==> config.mk <==
export PLATFORM = sky130hd
export DESIGN_NAME = tap_double_tap_detector_unit
export DESIGN_NICKNAME = d
export VERILOG_FILES = /design/src/sv/tdt_pkg.sv /design/src/sv/tdt_cell.sv /design/src/sv/tdt_scan.sv /design/src/sv/tap_double_tap_detector_unit.sv
export SDC_FILE = /design/constraint.sdc
export NUM_CORES = 1
export LEC_CHECK = 0
export ABC_AREA = 1
export ABC_CLOCK_PERIOD_IN_PS = 6200
export BUFFER_PORTS_ARGS = -buffer_cell sky130_fd_sc_hd__buf_4
export CORE_UTILIZATION = 55
export DETAILED_ROUTE_END_ITERATION = 8
export PLACE_DENSITY_LB_ADDON = 0.3
export SYNTH_ARGS = -nofsm -noshare
export SYNTH_HDL_FRONTEND = slang
export SYNTH_SLANG_ARGS = --single-unit
export TNS_END_PERCENT = 10
==> constraint.sdc <==
create_clock -name aclk -period 6.2 [get_ports aclk]
set_input_delay 0.93 -clock aclk [delete_from_list [all_inputs] [get_ports aclk]]
set_output_delay 0.93 -clock aclk [all_outputs]
set_load 0.01 [all_outputs]
==> src/sv/tdt_pkg.sv <==
// tdt_pkg: shared types and constants for the tap / double-tap detector
// used by tdt_scan and tap_double_tap_detector_unit; no dependencies
package tdt_pkg;

    localparam int WINDOW_DEPTH = 10;
    localparam int CNT_W        = $clog2(WINDOW_DEPTH);

    localparam logic OP_SAMPLE = 1'b0;
    localparam logic OP_TICK   = 1'b1;

    localparam logic [1:0] RES_NONE   = 2'd0;
    localparam logic [1:0] RES_SINGLE = 2'd1;
    localparam logic [1:0] RES_DOUBLE = 2'd2;

    localparam logic CFG_TAP_THRESHOLD = 1'b0;
    localparam logic CFG_DT_TIMEOUT    = 1'b1;

    localparam logic [15:0] THRESHOLD_RST = 16'd25;
    localparam logic [15:0] TIMEOUT_RST   = 16'd100;
    localparam logic [15:0] TICK_MAX      = 16'hFFFF;

    typedef enum logic [1:0] {
        ST_IDLE,
        ST_SCAN,
        ST_DECIDE
    } state_t;

    typedef struct packed {
        logic first;
        logic step;
    } scan_ctl_t;

endpackage

==> src/sv/tdt_cell.sv <==
// tdt_cell: one window entry; takes its neighbor's value when shifting
// depends on nothing beyond the clock and reset
module tdt_cell (
    input  logic               aclk,
    input  logic               aresetn,
    input  logic               shift_en,
    input  logic signed [15:0] din,
    output logic signed [15:0] dout
);

    logic signed [15:0] y_reg;
    logic signed [15:0] y_next;

    always_comb begin
        y_next = shift_en ? din : y_reg;
    end

    always_ff @(posedge aclk) begin
        if (!aresetn) begin
            y_reg <= '0;
        end else begin
            y_reg <= y_next;
        end
    end

    assign dout = y_reg;

endmodule

==> src/sv/tdt_scan.sv <==
// tdt_scan: running max / min over the entries leaving the head of the window
// and the tap decision; uses tdt_pkg
module tdt_scan (
    input  logic               aclk,
    input  tdt_pkg::scan_ctl_t ctl,
    input  logic signed [15:0] head,
    input  logic [15:0]        threshold,
    output logic               tap
);

    logic signed [15:0] hi_reg;
    logic signed [15:0] hi_next;
    logic signed [15:0] lo_reg;
    logic signed [15:0] lo_next;
    logic signed [16:0] hi_ext;
    logic signed [16:0] lo_ext;
    logic [16:0]        abs_hi;
    logic [16:0]        abs_lo;
    logic signed [17:0] diff;

    always_comb begin
        hi_next = hi_reg;
        lo_next = lo_reg;
        if (ctl.first) begin
            hi_next = head;
            lo_next = head;
        end else if (ctl.step) begin
            if (head > hi_reg) begin
                hi_next = head;
            end
            if (head < lo_reg) begin
                lo_next = head;
            end
        end
    end

    always_ff @(posedge aclk) begin
        hi_reg <= hi_next;
        lo_reg <= lo_next;
    end

    // exact |max| - |min| in 18 bits
    always_comb begin
        hi_ext = {hi_reg[15], hi_reg};
        lo_ext = {lo_reg[15], lo_reg};
        abs_hi = hi_ext[16] ? 17'(-hi_ext) : 17'(hi_ext);
        abs_lo = lo_ext[16] ? 17'(-lo_ext) : 17'(lo_ext);
        diff   = $signed({1'b0, abs_hi}) - $signed({1'b0, abs_lo});
        tap    = diff > $signed({2'b00, threshold});
    end

endmodule

==> src/sv/tap_double_tap_detector_unit.sv <==
// tap_double_tap_detector_unit: top level of the tap / double-tap detector
// instantiates tdt_cell and tdt_scan; uses tdt_pkg
//
// A sample beat with any axis-ready bit set shifts its Y value into a ten-entry
// window held in a row of cells. The window is then rotated once around the
// row, one entry per cycle, while a scan unit keeps the maximum and minimum;
// a decide state then makes the tap decision and loads the result register
// once the result register is free. A timer tick gives no result. A new beat
// is accepted while a finished result still waits on the result channel.
module tap_double_tap_detector_unit (
    input  logic               aclk,
    input  logic               aresetn,
    input  logic               cfg_wr_en,
    input  logic               cfg_addr,
    input  logic [15:0]        cfg_wr_data,
    input  logic               s_valid,
    output logic               s_ready,
    input  logic               s_opcode,
    input  logic [3:0]         s_axis_ready,
    input  logic signed [15:0] s_accel_y,
    output logic               m_valid,
    input  logic               m_ready,
    output logic [1:0]         m_tap_result
);

    localparam int D = tdt_pkg::WINDOW_DEPTH;

    tdt_pkg::state_t              state_reg;
    tdt_pkg::state_t              state_next;
    logic [tdt_pkg::CNT_W-1:0]    cnt_reg;
    logic [tdt_pkg::CNT_W-1:0]    cnt_next;
    logic [15:0]                  thr_reg;
    logic [15:0]                  tmo_reg;
    logic [1:0]                   pend_reg;
    logic [1:0]                   pend_next;
    logic [15:0]                  tick_reg;
    logic [15:0]                  tick_next;
    logic                         m_valid_reg;
    logic                         m_valid_next;
    logic [1:0]                   res_reg;
    logic [1:0]                   res_next;

    logic                         accept;
    logic                         shift_en;
    logic                         out_free;
    logic                         tap;
    logic [1:0]                   pend_inc;
    logic signed [15:0]           tail_din;
    logic signed [15:0]           cell_y [D];
    tdt_pkg::scan_ctl_t           scan_ctl;

    assign accept   = s_valid && s_ready;
    assign out_free = !m_valid_reg || m_ready;
    assign s_ready  = (state_reg == tdt_pkg::ST_IDLE);
    assign m_valid  = m_valid_reg;
    assign m_tap_result = res_reg;

    // configuration registers
    always_ff @(posedge aclk) begin
        if (!aresetn) begin
            thr_reg <= tdt_pkg::THRESHOLD_RST;
            tmo_reg <= tdt_pkg::TIMEOUT_RST;
        end else if (cfg_wr_en) begin
            if (cfg_addr == tdt_pkg::CFG_TAP_THRESHOLD) begin
                thr_reg <= cfg_wr_data;
            end else begin
                thr_reg <= thr_reg;
            end
            if (cfg_addr == tdt_pkg::CFG_DT_TIMEOUT) begin
                tmo_reg <= cfg_wr_data;
            end else begin
                tmo_reg <= tmo_reg;
            end
        end
    end

    // window: new sample enters the tail, during the scan the head wraps around
    assign shift_en = (accept && s_opcode == tdt_pkg::OP_SAMPLE && s_axis_ready != 4'd0)
                      || (state_reg == tdt_pkg::ST_SCAN);
    assign tail_din = (state_reg == tdt_pkg::ST_SCAN) ? cell_y[0] : s_accel_y;

    genvar gi;
    generate
        for (gi = 0; gi < D; gi++) begin : g_cell
            if (gi == D - 1) begin : g_tail
                tdt_cell u_cell (
                    .aclk     (aclk),
                    .aresetn  (aresetn),
                    .shift_en (shift_en),
                    .din      (tail_din),
                    .dout     (cell_y[gi])
                );
            end else begin : g_body
                tdt_cell u_cell (
                    .aclk     (aclk),
                    .aresetn  (aresetn),
                    .shift_en (shift_en),
                    .din      (cell_y[gi+1]),
                    .dout     (cell_y[gi])
                );
            end
        end
    endgenerate

    assign scan_ctl.first = (state_reg == tdt_pkg::ST_SCAN) && (cnt_reg == '0);
    assign scan_ctl.step  = (state_reg == tdt_pkg::ST_SCAN);

    tdt_scan u_scan (
        .aclk      (aclk),
        .ctl       (scan_ctl),
        .head      (cell_y[0]),
        .threshold (thr_reg),
        .tap       (tap)
    );

    always_ff @(posedge aclk) begin
        if (!aresetn) begin
            state_reg   <= tdt_pkg::ST_IDLE;
            cnt_reg     <= '0;
            pend_reg    <= 2'd0;
            tick_reg    <= '0;
            m_valid_reg <= 1'b0;
        end else begin
            state_reg   <= state_next;
            cnt_reg     <= cnt_next;
            pend_reg    <= pend_next;
            tick_reg    <= tick_next;
            m_valid_reg <= m_valid_next;
        end
    end

    always_ff @(posedge aclk) begin
        res_reg <= res_next;
    end

    always_comb begin
        state_next   = state_reg;
        cnt_next     = cnt_reg;
        pend_next    = pend_reg;
        tick_next    = tick_reg;
        res_next     = res_reg;
        m_valid_next = m_valid_reg && !m_ready;
        pend_inc     = pend_reg + 2'd1;
        case (state_reg)
            tdt_pkg::ST_IDLE: begin
                if (accept) begin
                    if (s_opcode == tdt_pkg::OP_TICK) begin
                        if (tick_reg != tdt_pkg::TICK_MAX) begin
                            tick_next = tick_reg + 16'd1;
                        end
                    end else begin
                        cnt_next   = '0;
                        state_next = tdt_pkg::ST_SCAN;
                    end
                end
            end
            tdt_pkg::ST_SCAN: begin
                if (cnt_reg == tdt_pkg::CNT_W'(D - 1)) begin
                    state_next = tdt_pkg::ST_DECIDE;
                end else begin
                    cnt_next = cnt_reg + tdt_pkg::CNT_W'(1);
                end
            end
            tdt_pkg::ST_DECIDE: begin
                if (out_free) begin
                    res_next     = tdt_pkg::RES_NONE;
                    m_valid_next = 1'b1;
                    state_next   = tdt_pkg::ST_IDLE;
                    if (tap) begin
                        pend_next = pend_inc;
                        if (pend_inc == 2'd1) begin
                            tick_next = '0;
                        end else if (pend_inc == 2'd2) begin
                            tick_next = '0;
                            pend_next = 2'd0;
                            res_next  = tdt_pkg::RES_DOUBLE;
                        end
                    end else if (pend_reg == 2'd1 && tick_reg > tmo_reg) begin
                        tick_next = '0;
                        pend_next = 2'd0;
                        res_next  = tdt_pkg::RES_SINGLE;
                    end
                end
            end
            default: begin
                state_next = tdt_pkg::ST_IDLE;
            end
        endcase
    end

    // pending count only ever holds zero or one
    a_pend_range: assert property (@(posedge aclk) disable iff (!aresetn)
        pend_reg != 2'd2 && pend_reg != 2'd3)
        else $error("pending tap count out of range");

    a_tick_inc: assert property (@(posedge aclk) disable iff (!aresetn)
        (accept && s_opcode == tdt_pkg::OP_TICK && tick_reg != tdt_pkg::TICK_MAX)
        |=> tick_reg == $past(tick_reg) + 16'd1)
        else $error("tick beat did not advance the counter");

    a_scan_len: assert property (@(posedge aclk) disable iff (!aresetn)
        (state_reg == tdt_pkg::ST_SCAN && cnt_reg == tdt_pkg::CNT_W'(D - 1))
        |=> state_reg == tdt_pkg::ST_DECIDE)
        else $error("scan did not end after a full rotation");

    a_result_src: assert property (@(posedge aclk) disable iff (!aresetn)
        $rose(m_valid_reg) |-> $past(state_reg) == tdt_pkg::ST_DECIDE)
        else $error("result raised outside the decision step");

endmodule
==> results of run 1 <==
## layer usage
layer  part of all wire  global-route usage
met3              0.053              0.0325
met1               0.47               0.302
met5                  0                   0
met2               0.46               0.383
met4              0.018              0.0578
## synth_stat cells, types with 2 or more instances
| cell | instances |
|---|---|
| o21ai_1 | 2 |
| o21ai_0 | 215 |
| o21bai_1 | 2 |
| nand4_1 | 12 |
| nor2_1 | 344 |
| a21o_1 | 7 |
| o31ai_1 | 4 |
| nand2_4 | 10 |
| nand2_1 | 163 |
| o41ai_1 | 2 |
| buf_2 | 27 |
| o21a_1 | 3 |
| conb_1 | 2 |
| xnor2_1 | 6 |
| ha_1 | 86 |
| o211ai_1 | 8 |
| dfxtp_1 | 217 |
| or2_1 | 2 |
| xor2_1 | 34 |
| nand3_2 | 3 |
| nor3_1 | 18 |
| nand3_1 | 56 |
| inv_2 | 16 |
| inv_1 | 152 |
| nor2_2 | 15 |
| nor4_1 | 2 |
| clkbuf_1 | 40 |
| edfxtp_1 | 34 |
| nand3_4 | 3 |
| nand2_2 | 8 |
| a21oi_1 | 78 |
| a21oi_2 | 2 |
| a31oi_1 | 20 |
## worst min path at each step
stage | from | depth (start not counted) | endpoint
after floorplan | thr_reg[10] | 2 | thr_reg[10]
after global placement | g_cell[7].g_body.u_cell.dout[2] | 2 | g_cell[6].g_body.u_cell.dout[2]
after global routing | tmo_reg[13] | 2 | tmo_reg[13]
after CTS | tmo_reg[13] | 2 | tmo_reg[13]
after detailed placement | tmo_reg[13] | 2 | tmo_reg[13]
final | tmo_reg[13] | 2 | tmo_reg[13]
## report_power, final
| part | internal (mW) | switching [mW] |
|---|---|---|
| Combinational | 0.448 | 0.701 |
| Sequential | 1.81 | 0.105 |
| Clock | 1.02 | 0.623 |
## cell usage in the layout (no fill, tap or decap), types with 3 or more instances in the layout
cell type / instances
a21o_1: 7
a21oi_1: 78
a31oi_1: 20
buf_4: 49
clkbuf_1: 4
clkbuf_16: 28
clkbuf_8: 10
clkinv_2: 4
dfxtp_1: 217
edfxtp_1: 34
ha_1: 86
inv_1: 152
inv_2: 15
nand2_1: 163
nand2_2: 7
nand2_4: 11
nand3_1: 56
nand3_2: 3
nand3_4: 3
nand4_1: 12
nor2_1: 344
nor2_2: 15
nor3_1: 18
o211ai_1: 8
o21a_1: 3
o21ai_0: 215
o31ai_1: 4
xnor2_1: 6
xor2_1: 34
## layout make-up
class	instances	area, sq um	share of cell area
sequential	251	5370	0.390
clock inverter	6	80.1	0.00583
multi-input combinational	1117	6080	0.442
clock buffer	42	853	0.0621
inverter	168	633	0.0461
tap	280	350	0.0255
timing repair buffer	50	388	0.0282
## worst max-delay path: cells and delay by family (launching register included)
kind	cells	cell delay [ns]
xor+xnor	2	0.33
simple gates	18	1.87
flops	1	0.39
compound gates	4	1.00
fa+ha+maj	3	0.83
buf+inv	4	0.28
## per-stage QoR
stage / util / hold slack (ns) / power, mW / area, sq um
after floorplan: - / 0.435 / 2.85 / 12400
after global placement: 0.584 / 0.457 / 3.06 / 12800
after detailed placement: 0.584 / 0.458 / 3.10 / 12800
after CTS: 0.626 / 0.467 / 4.74 / 13700
after global routing: 0.626 / 0.481 / 5.00 / 13700
final: 0.626 / 0.462 / 4.71 / 13700
## cell families after synthesis
| logic type | Yosys count |
|---|---|
| xor+xnor | 40 |
| compound gates | 348 |
| other cells | 2 |
| buf+inv | 238 |
| flops | 251 |
| simple gates | 640 |
| fa+ha+maj | 87 |
==> flow_metrics.py, run 1 <==
metrics = {
    "status": {
        "violations": "design-rule violations",
        "status": "finished with violations",
    },
    "timing": {
        "fin_tns_setup_ns": 0,
        "setup_viol": 0,
        "setup_repair_after_global_routing_missed_its_margin": "false",
        "post-route-worst-setup-slack_ns": 1.45,
        "timing_max_transition_violations_final": 0,
        "min_tclk_post_route_ns": 4.75,
        "layout_worst_path_cycle_share": 0.767,
        "fin_skew_ns": 0.00930,
        "worst_pin_slew_ns": 0.971,
        "hold_viol_final": 0,
        "slew_headroom": 0.353,
        "fmaxAchievable_mhz": 210,
    },
    "clock_tree": {
        "buffer_levels_on_the_longest_clock_path": 3,
        "total_cts_buffers": 26,
        "cts_post_setup_buffers_inserted": 0,
        "path_clk_slew_ns": 0.06,
        "clkLatencyLatePin_ns": 0.52,
        "cts_resized": 0,
        "cts.sink_count": 251,
        "cts_tree": "done",
        "cts-root-buf": "clkbuf_16",
        "htree_levels": 1,
        "cts_hold_repair.buffers": 0,
    },
    "synth": {
        "top_cells_by_area_in_the_synthesized_netlist": "dfxtp_1 (35%), nor2_1 (10%), ha_1 (8.7%), o21ai_0 (8.7%), edfxtp_1 (8.2%)",
        "synth_fa_ha_area_frac": 0.0885,
        "synth_top_area_frac": 0.351,
        "synth.yosys.warnings": 0,
        "synth_compound_area_frac": 0.151,
        "async_flop_share": 0,
        "post_synth.cell_area_avg_sq_um": 7.71,
        "synth-edff-count": 34,
        "synth_seq_cells": 251,
        "muxShareOfSynthArea": 0,
        "yosysTopAreaCell": "dfxtp_1",
        "synthSimpleGateAreaFrac": 0.222,
        "ys_dominant_reg_cell": "dfxtp_1",
        "synthesis.area_sq_um": 12400,
        "post_synth_xor_area_fraction": 0.0283,
        "synth_sequential_area_ratio": 0.433,
        "main_combinational_cell_family_by_area_after_synthesis": "simple AND/OR/NAND/NOR gates",
        "synth.distinct_cells": 46,
        "synthesis.instances": 1606,
        "synth.net_count": 1736,
    },
    "placed_design": {
        "place_hpwl_mm": 17.7,
        "numPortBuffers": 46,
        "dp_cells": 1866,
        "gpl.final_weighted_congestion": 0.877,
        "preCtsSetupSlack_ns": 1.45,
    },
    "critical_path": {
        "start_kind": "register",
        "crit_end": "tick_reg[15]",
        "critical_setup_path_class": "register to register",
        "crit_fanout": 16,
        "timing.reg2reg.setup_slack_ns": 1.45,
        "end_kind": "register",
        "critical_path.slowest_cell": "edfxtp_1",
        "critical-path-top-cell-by-count": "nand2_1",
        "worst_r2r_startpoint": "u_scan.lo_reg[1]",
        "number_of_cells_on_the_worst_reg_to_reg_path": 31,
        "cp.arrival_ns": 5.21,
        "cp.required_ns": 6.66,
        "critPathLaunch": "u_scan.lo_reg[1]",
        "timing.rr.end": "tick_reg[15]",
        "worst_path_largest_cell_delay_ns": 0.39,
    },
    "floorplan": {
        "rows": 54,
        "die_area_sq_um": 23100,
        "design.portCount": 47,
        "die-height_um": 152,
        "core_area_sq_um": 22000,
        "die-width_um": 152,
        "floorplan.initialDensity": 0.564,
    },
    "cells_and_area": {
        "antenna-diode-count": 0,
        "non_filler_instance_count_after_layout": 1914,
        "syn_to_final_growth_pct": 11.0,
        "nNetsFinal": 1744,
        "drive_gt1_frac": 0.0955,
        "largest_reg_flops": 144,
        "fill_cells": 1893,
    },
    "detailed_routing": {
        "wl_per_cell_um": 13.7,
        "drt-vias-per-instance": 5.37,
        "drtPass1Iterations": 7,
        "count_of_nets_left_with_antenna_violations_after_detail_routing": 0,
        "first_iter_violations": 661,
        "route.detailed.drc": 12,
        "postRouteWirelength_mm": 26.1,
        "vias": 10287,
    },
    "global_routing": {
        "grt_pass1_wl_mm": 44.3,
        "grt_use_total": 0.226,
        "via_count_of_the_first_global_routing_pass": 9577,
        "grt_start_max_net_pins": 123,
        "grt_overflow": 0,
        "antenna_found_initial": 0,
    },
    "pwr": {
        "vdd_ir_drop_max_mv": 0.223,
        "total_leakage_power_nw": 6.37,
        "cellPowerDensity_nw_per_um2": 343,
    },
    "flow_run": {
        "cap_viol_max_count": 0,
    },
    "worst_hold_path": {
        "timing.hold.worst.class": "register to register",
    },
}
No activity file was read; power rests on OpenSTA's default activity.
==> run 2: changes to the inputs <==
--- a/config.mk
+++ b/config.mk
@@ -6,7 +6,7 @@
 export NUM_CORES = 1
 export LEC_CHECK = 0
 export ABC_AREA = 1
-export ABC_CLOCK_PERIOD_IN_PS = 6200
+export ABC_CLOCK_PERIOD_IN_PS = 4940
 export BUFFER_PORTS_ARGS = -buffer_cell sky130_fd_sc_hd__buf_4
 export CORE_UTILIZATION = 55
 export DETAILED_ROUTE_END_ITERATION = 8
==> constraint.sdc (replaced) <==
create_clock -name aclk -period 4.94 [get_ports aclk]
set_input_delay 0.741 -clock aclk [delete_from_list [all_inputs] [get_ports aclk]]
set_output_delay 0.741 -clock aclk [all_outputs]
set_load 0.01 [all_outputs]
==> flow_metrics.py, run 2 (same netlist as run 1, synthesis figures left out) <==
metrics = {
    "global_routing": {
        "via_count_of_the_first_global_routing_pass": 9568,
        "grt_overflow": 0,
        "grt_pass1_wl_mm": 45.1,
        "antenna_found_initial": 0,
        "grt_start_max_net_pins": 176,
        "grt_use_total": 0.229,
    },
    "timing": {
        "layout_worst_path_cycle_share": 0.898,
        "setup_repair_after_global_routing_missed_its_margin": "false",
        "min_tclk_post_route_ns": 4.44,
        "timing_max_transition_violations_final": 0,
        "fin_tns_setup_ns": 0,
        "hold_viol_final": 0,
        "slew_headroom": 0.329,
        "fmaxAchievable_mhz": 225,
        "fin_skew_ns": 0.0128,
        "post-route-worst-setup-slack_ns": 0.503,
        "worst_pin_slew_ns": 0.993,
        "setup_viol": 0,
    },
    "detailed_routing": {
        "drtPass1Iterations": 7,
        "route.detailed.drc": 12,
        "vias": 10259,
        "drt-vias-per-instance": 5.35,
        "count_of_nets_left_with_antenna_violations_after_detail_routing": 0,
        "postRouteWirelength_mm": 26.0,
        "first_iter_violations": 683,
        "wl_per_cell_um": 13.5,
    },
    "clock_tree": {
        "htree_levels": 1,
        "cts_hold_repair.buffers": 0,
        "path_clk_slew_ns": 0.06,
        "cts_tree": "done",
        "total_cts_buffers": 27,
        "buffer_levels_on_the_longest_clock_path": 3,
        "cts-root-buf": "clkbuf_16",
        "clkLatencyLatePin_ns": 0.55,
        "cts.sink_count": 251,
    },
    "floorplan": {
        "core_area_sq_um": 22000,
        "die-height_um": 152,
        "die_area_sq_um": 23100,
        "rows": 54,
        "design.portCount": 47,
        "floorplan.initialDensity": 0.564,
        "die-width_um": 152,
    },
    "critical_path": {
        "critical-path-top-cell-by-count": "nand2_1",
        "cp.required_ns": 5.43,
        "start_kind": "register",
        "worst_path_largest_cell_delay_ns": 0.43,
        "crit_fanout": 16,
        "cp.arrival_ns": 4.92,
        "critical_path.slowest_cell": "edfxtp_1",
        "end_kind": "register",
        "critical_setup_path_class": "register to register",
    },
    "pwr": {
        "internal_power_component_mw": 4.01,
        "cellPowerDensity_nw_per_um2": 424,
        "p_clk_frac": 0.336,
        "vdd_ir_drop_max_mv": 0.301,
        "power_frac_comb": 0.251,
        "power_switching_share": 0.314,
        "power.sequential.fraction": 0.412,
        "power.switching_mw": 1.84,
        "total_leakage_power_nw": 6.37,
    },
    "cells_and_area": {
        "antenna-diode-count": 0,
        "nNetsFinal": 1749,
        "syn_to_final_growth_pct": 11.2,
        "largest_reg_flops": 144,
        "final_common_cell": "nor2_1",
        "drive_gt1_frac": 0.0970,
        "fill_cells": 1860,
        "mostFrequentLayoutCells": "nor2_1 (344), dfxtp_1 (217), o21ai_0 (215)",
    },
    "placed_design": {
        "numPortBuffers": 46,
        "place_hpwl_mm": 17.5,
        "gpl.final_weighted_congestion": 0.849,
        "preCtsSetupSlack_ns": 0.268,
    },
    "flow_run": {
        "cap_viol_max_count": 0,
    },
    "worst_hold_path": {
        "timing.hold.worst.class": "input port to register",
    },
    "status": {
        "violations": "design-rule violations",
        "status": "finished with violations",
    },
}
[run 2: cell types whose count changed in the layout (fill, tap and decap cells not counted), sizes merged]
cell,change
buf,+4
bufinv,-1
clkbuf,-1
clkinvlp,+1
inv,+2
[run 2: stage by stage]
stage                     cells  power, mW  hold slack [ns]   util  cell area [sq um]
final                      1919       5.84            0.436  0.627              13800
after global routing       1919       6.23            0.431  0.627              13800
after CTS                  1917       5.88            0.421  0.625              13700
after detailed placement   1868       3.90            0.457  0.585              12900
after global placement     1868       3.85            0.451  0.585              12900
after floorplan            1606       3.57            0.435      -              12400
[run 2: layout make-up]
class | count | area, sq um | share of cell area
clock buffer | 41 | 788 | 0.0572
tap | 280 | 350 | 0.0254
timing repair buffer | 54 | 468 | 0.0340
clock inverter | 8 | 86.3 | 0.00627
sequential | 251 | 5370 | 0.389
multi-input combinational | 1117 | 6090 | 0.442
inverter | 168 | 633 | 0.0460
[run 2: worst paths after layout]
check / cells after the start / slack (ns) / to / startpoint
worst min register to register: 2 / 0.47 / tmo_reg[13] / tmo_reg[13]
worst max register to register: 31 / 0.50 / tick_reg[14] / u_scan.lo_reg[0]
worst max-delay path: 31 / 0.50 / tick_reg[14] / u_scan.lo_reg[0]
worst min-delay path: 3 / 0.44 / thr_reg[4] / cfg_wr_data[4]
[run 2: what timing repair did]
action,in CTS,in global routing
gates resized for setup,0,3
endpoints found under the setup margin,0,18
setup buffers,0,2
[run 2: power by group through the flow]
stage          clock network [mW]  logic (mW)  registers (mW)
6_report                     1.97        1.47            2.41
5_1_grt                      2.09        1.70            2.44
4_1_cts                      2.01        1.47            2.41
3_5_place_dp                    0        1.45            2.45
3_3_place_gp                    0        1.40            2.45
2_1_floorplan                   0        1.17            2.40
[run 2: layer usage]
layer	wire (um)	global-route usage
met2	12200	0.388
met5	0	0
met4	462	0.0500
met3	1130	0.0311
met1	12200	0.312
[run 2: worst max-delay path, delay by kind of cell (launching register included)]
family	cells	cell delay [ns]
AO/OA/AOI/OAI	4	0.80
buffers and inverters	3	0.19
XOR/XNOR	2	0.33
flip-flops	1	0.43
AND/OR/NAND/NOR	19	1.83
adder cells (fa/ha/maj)	3	0.81
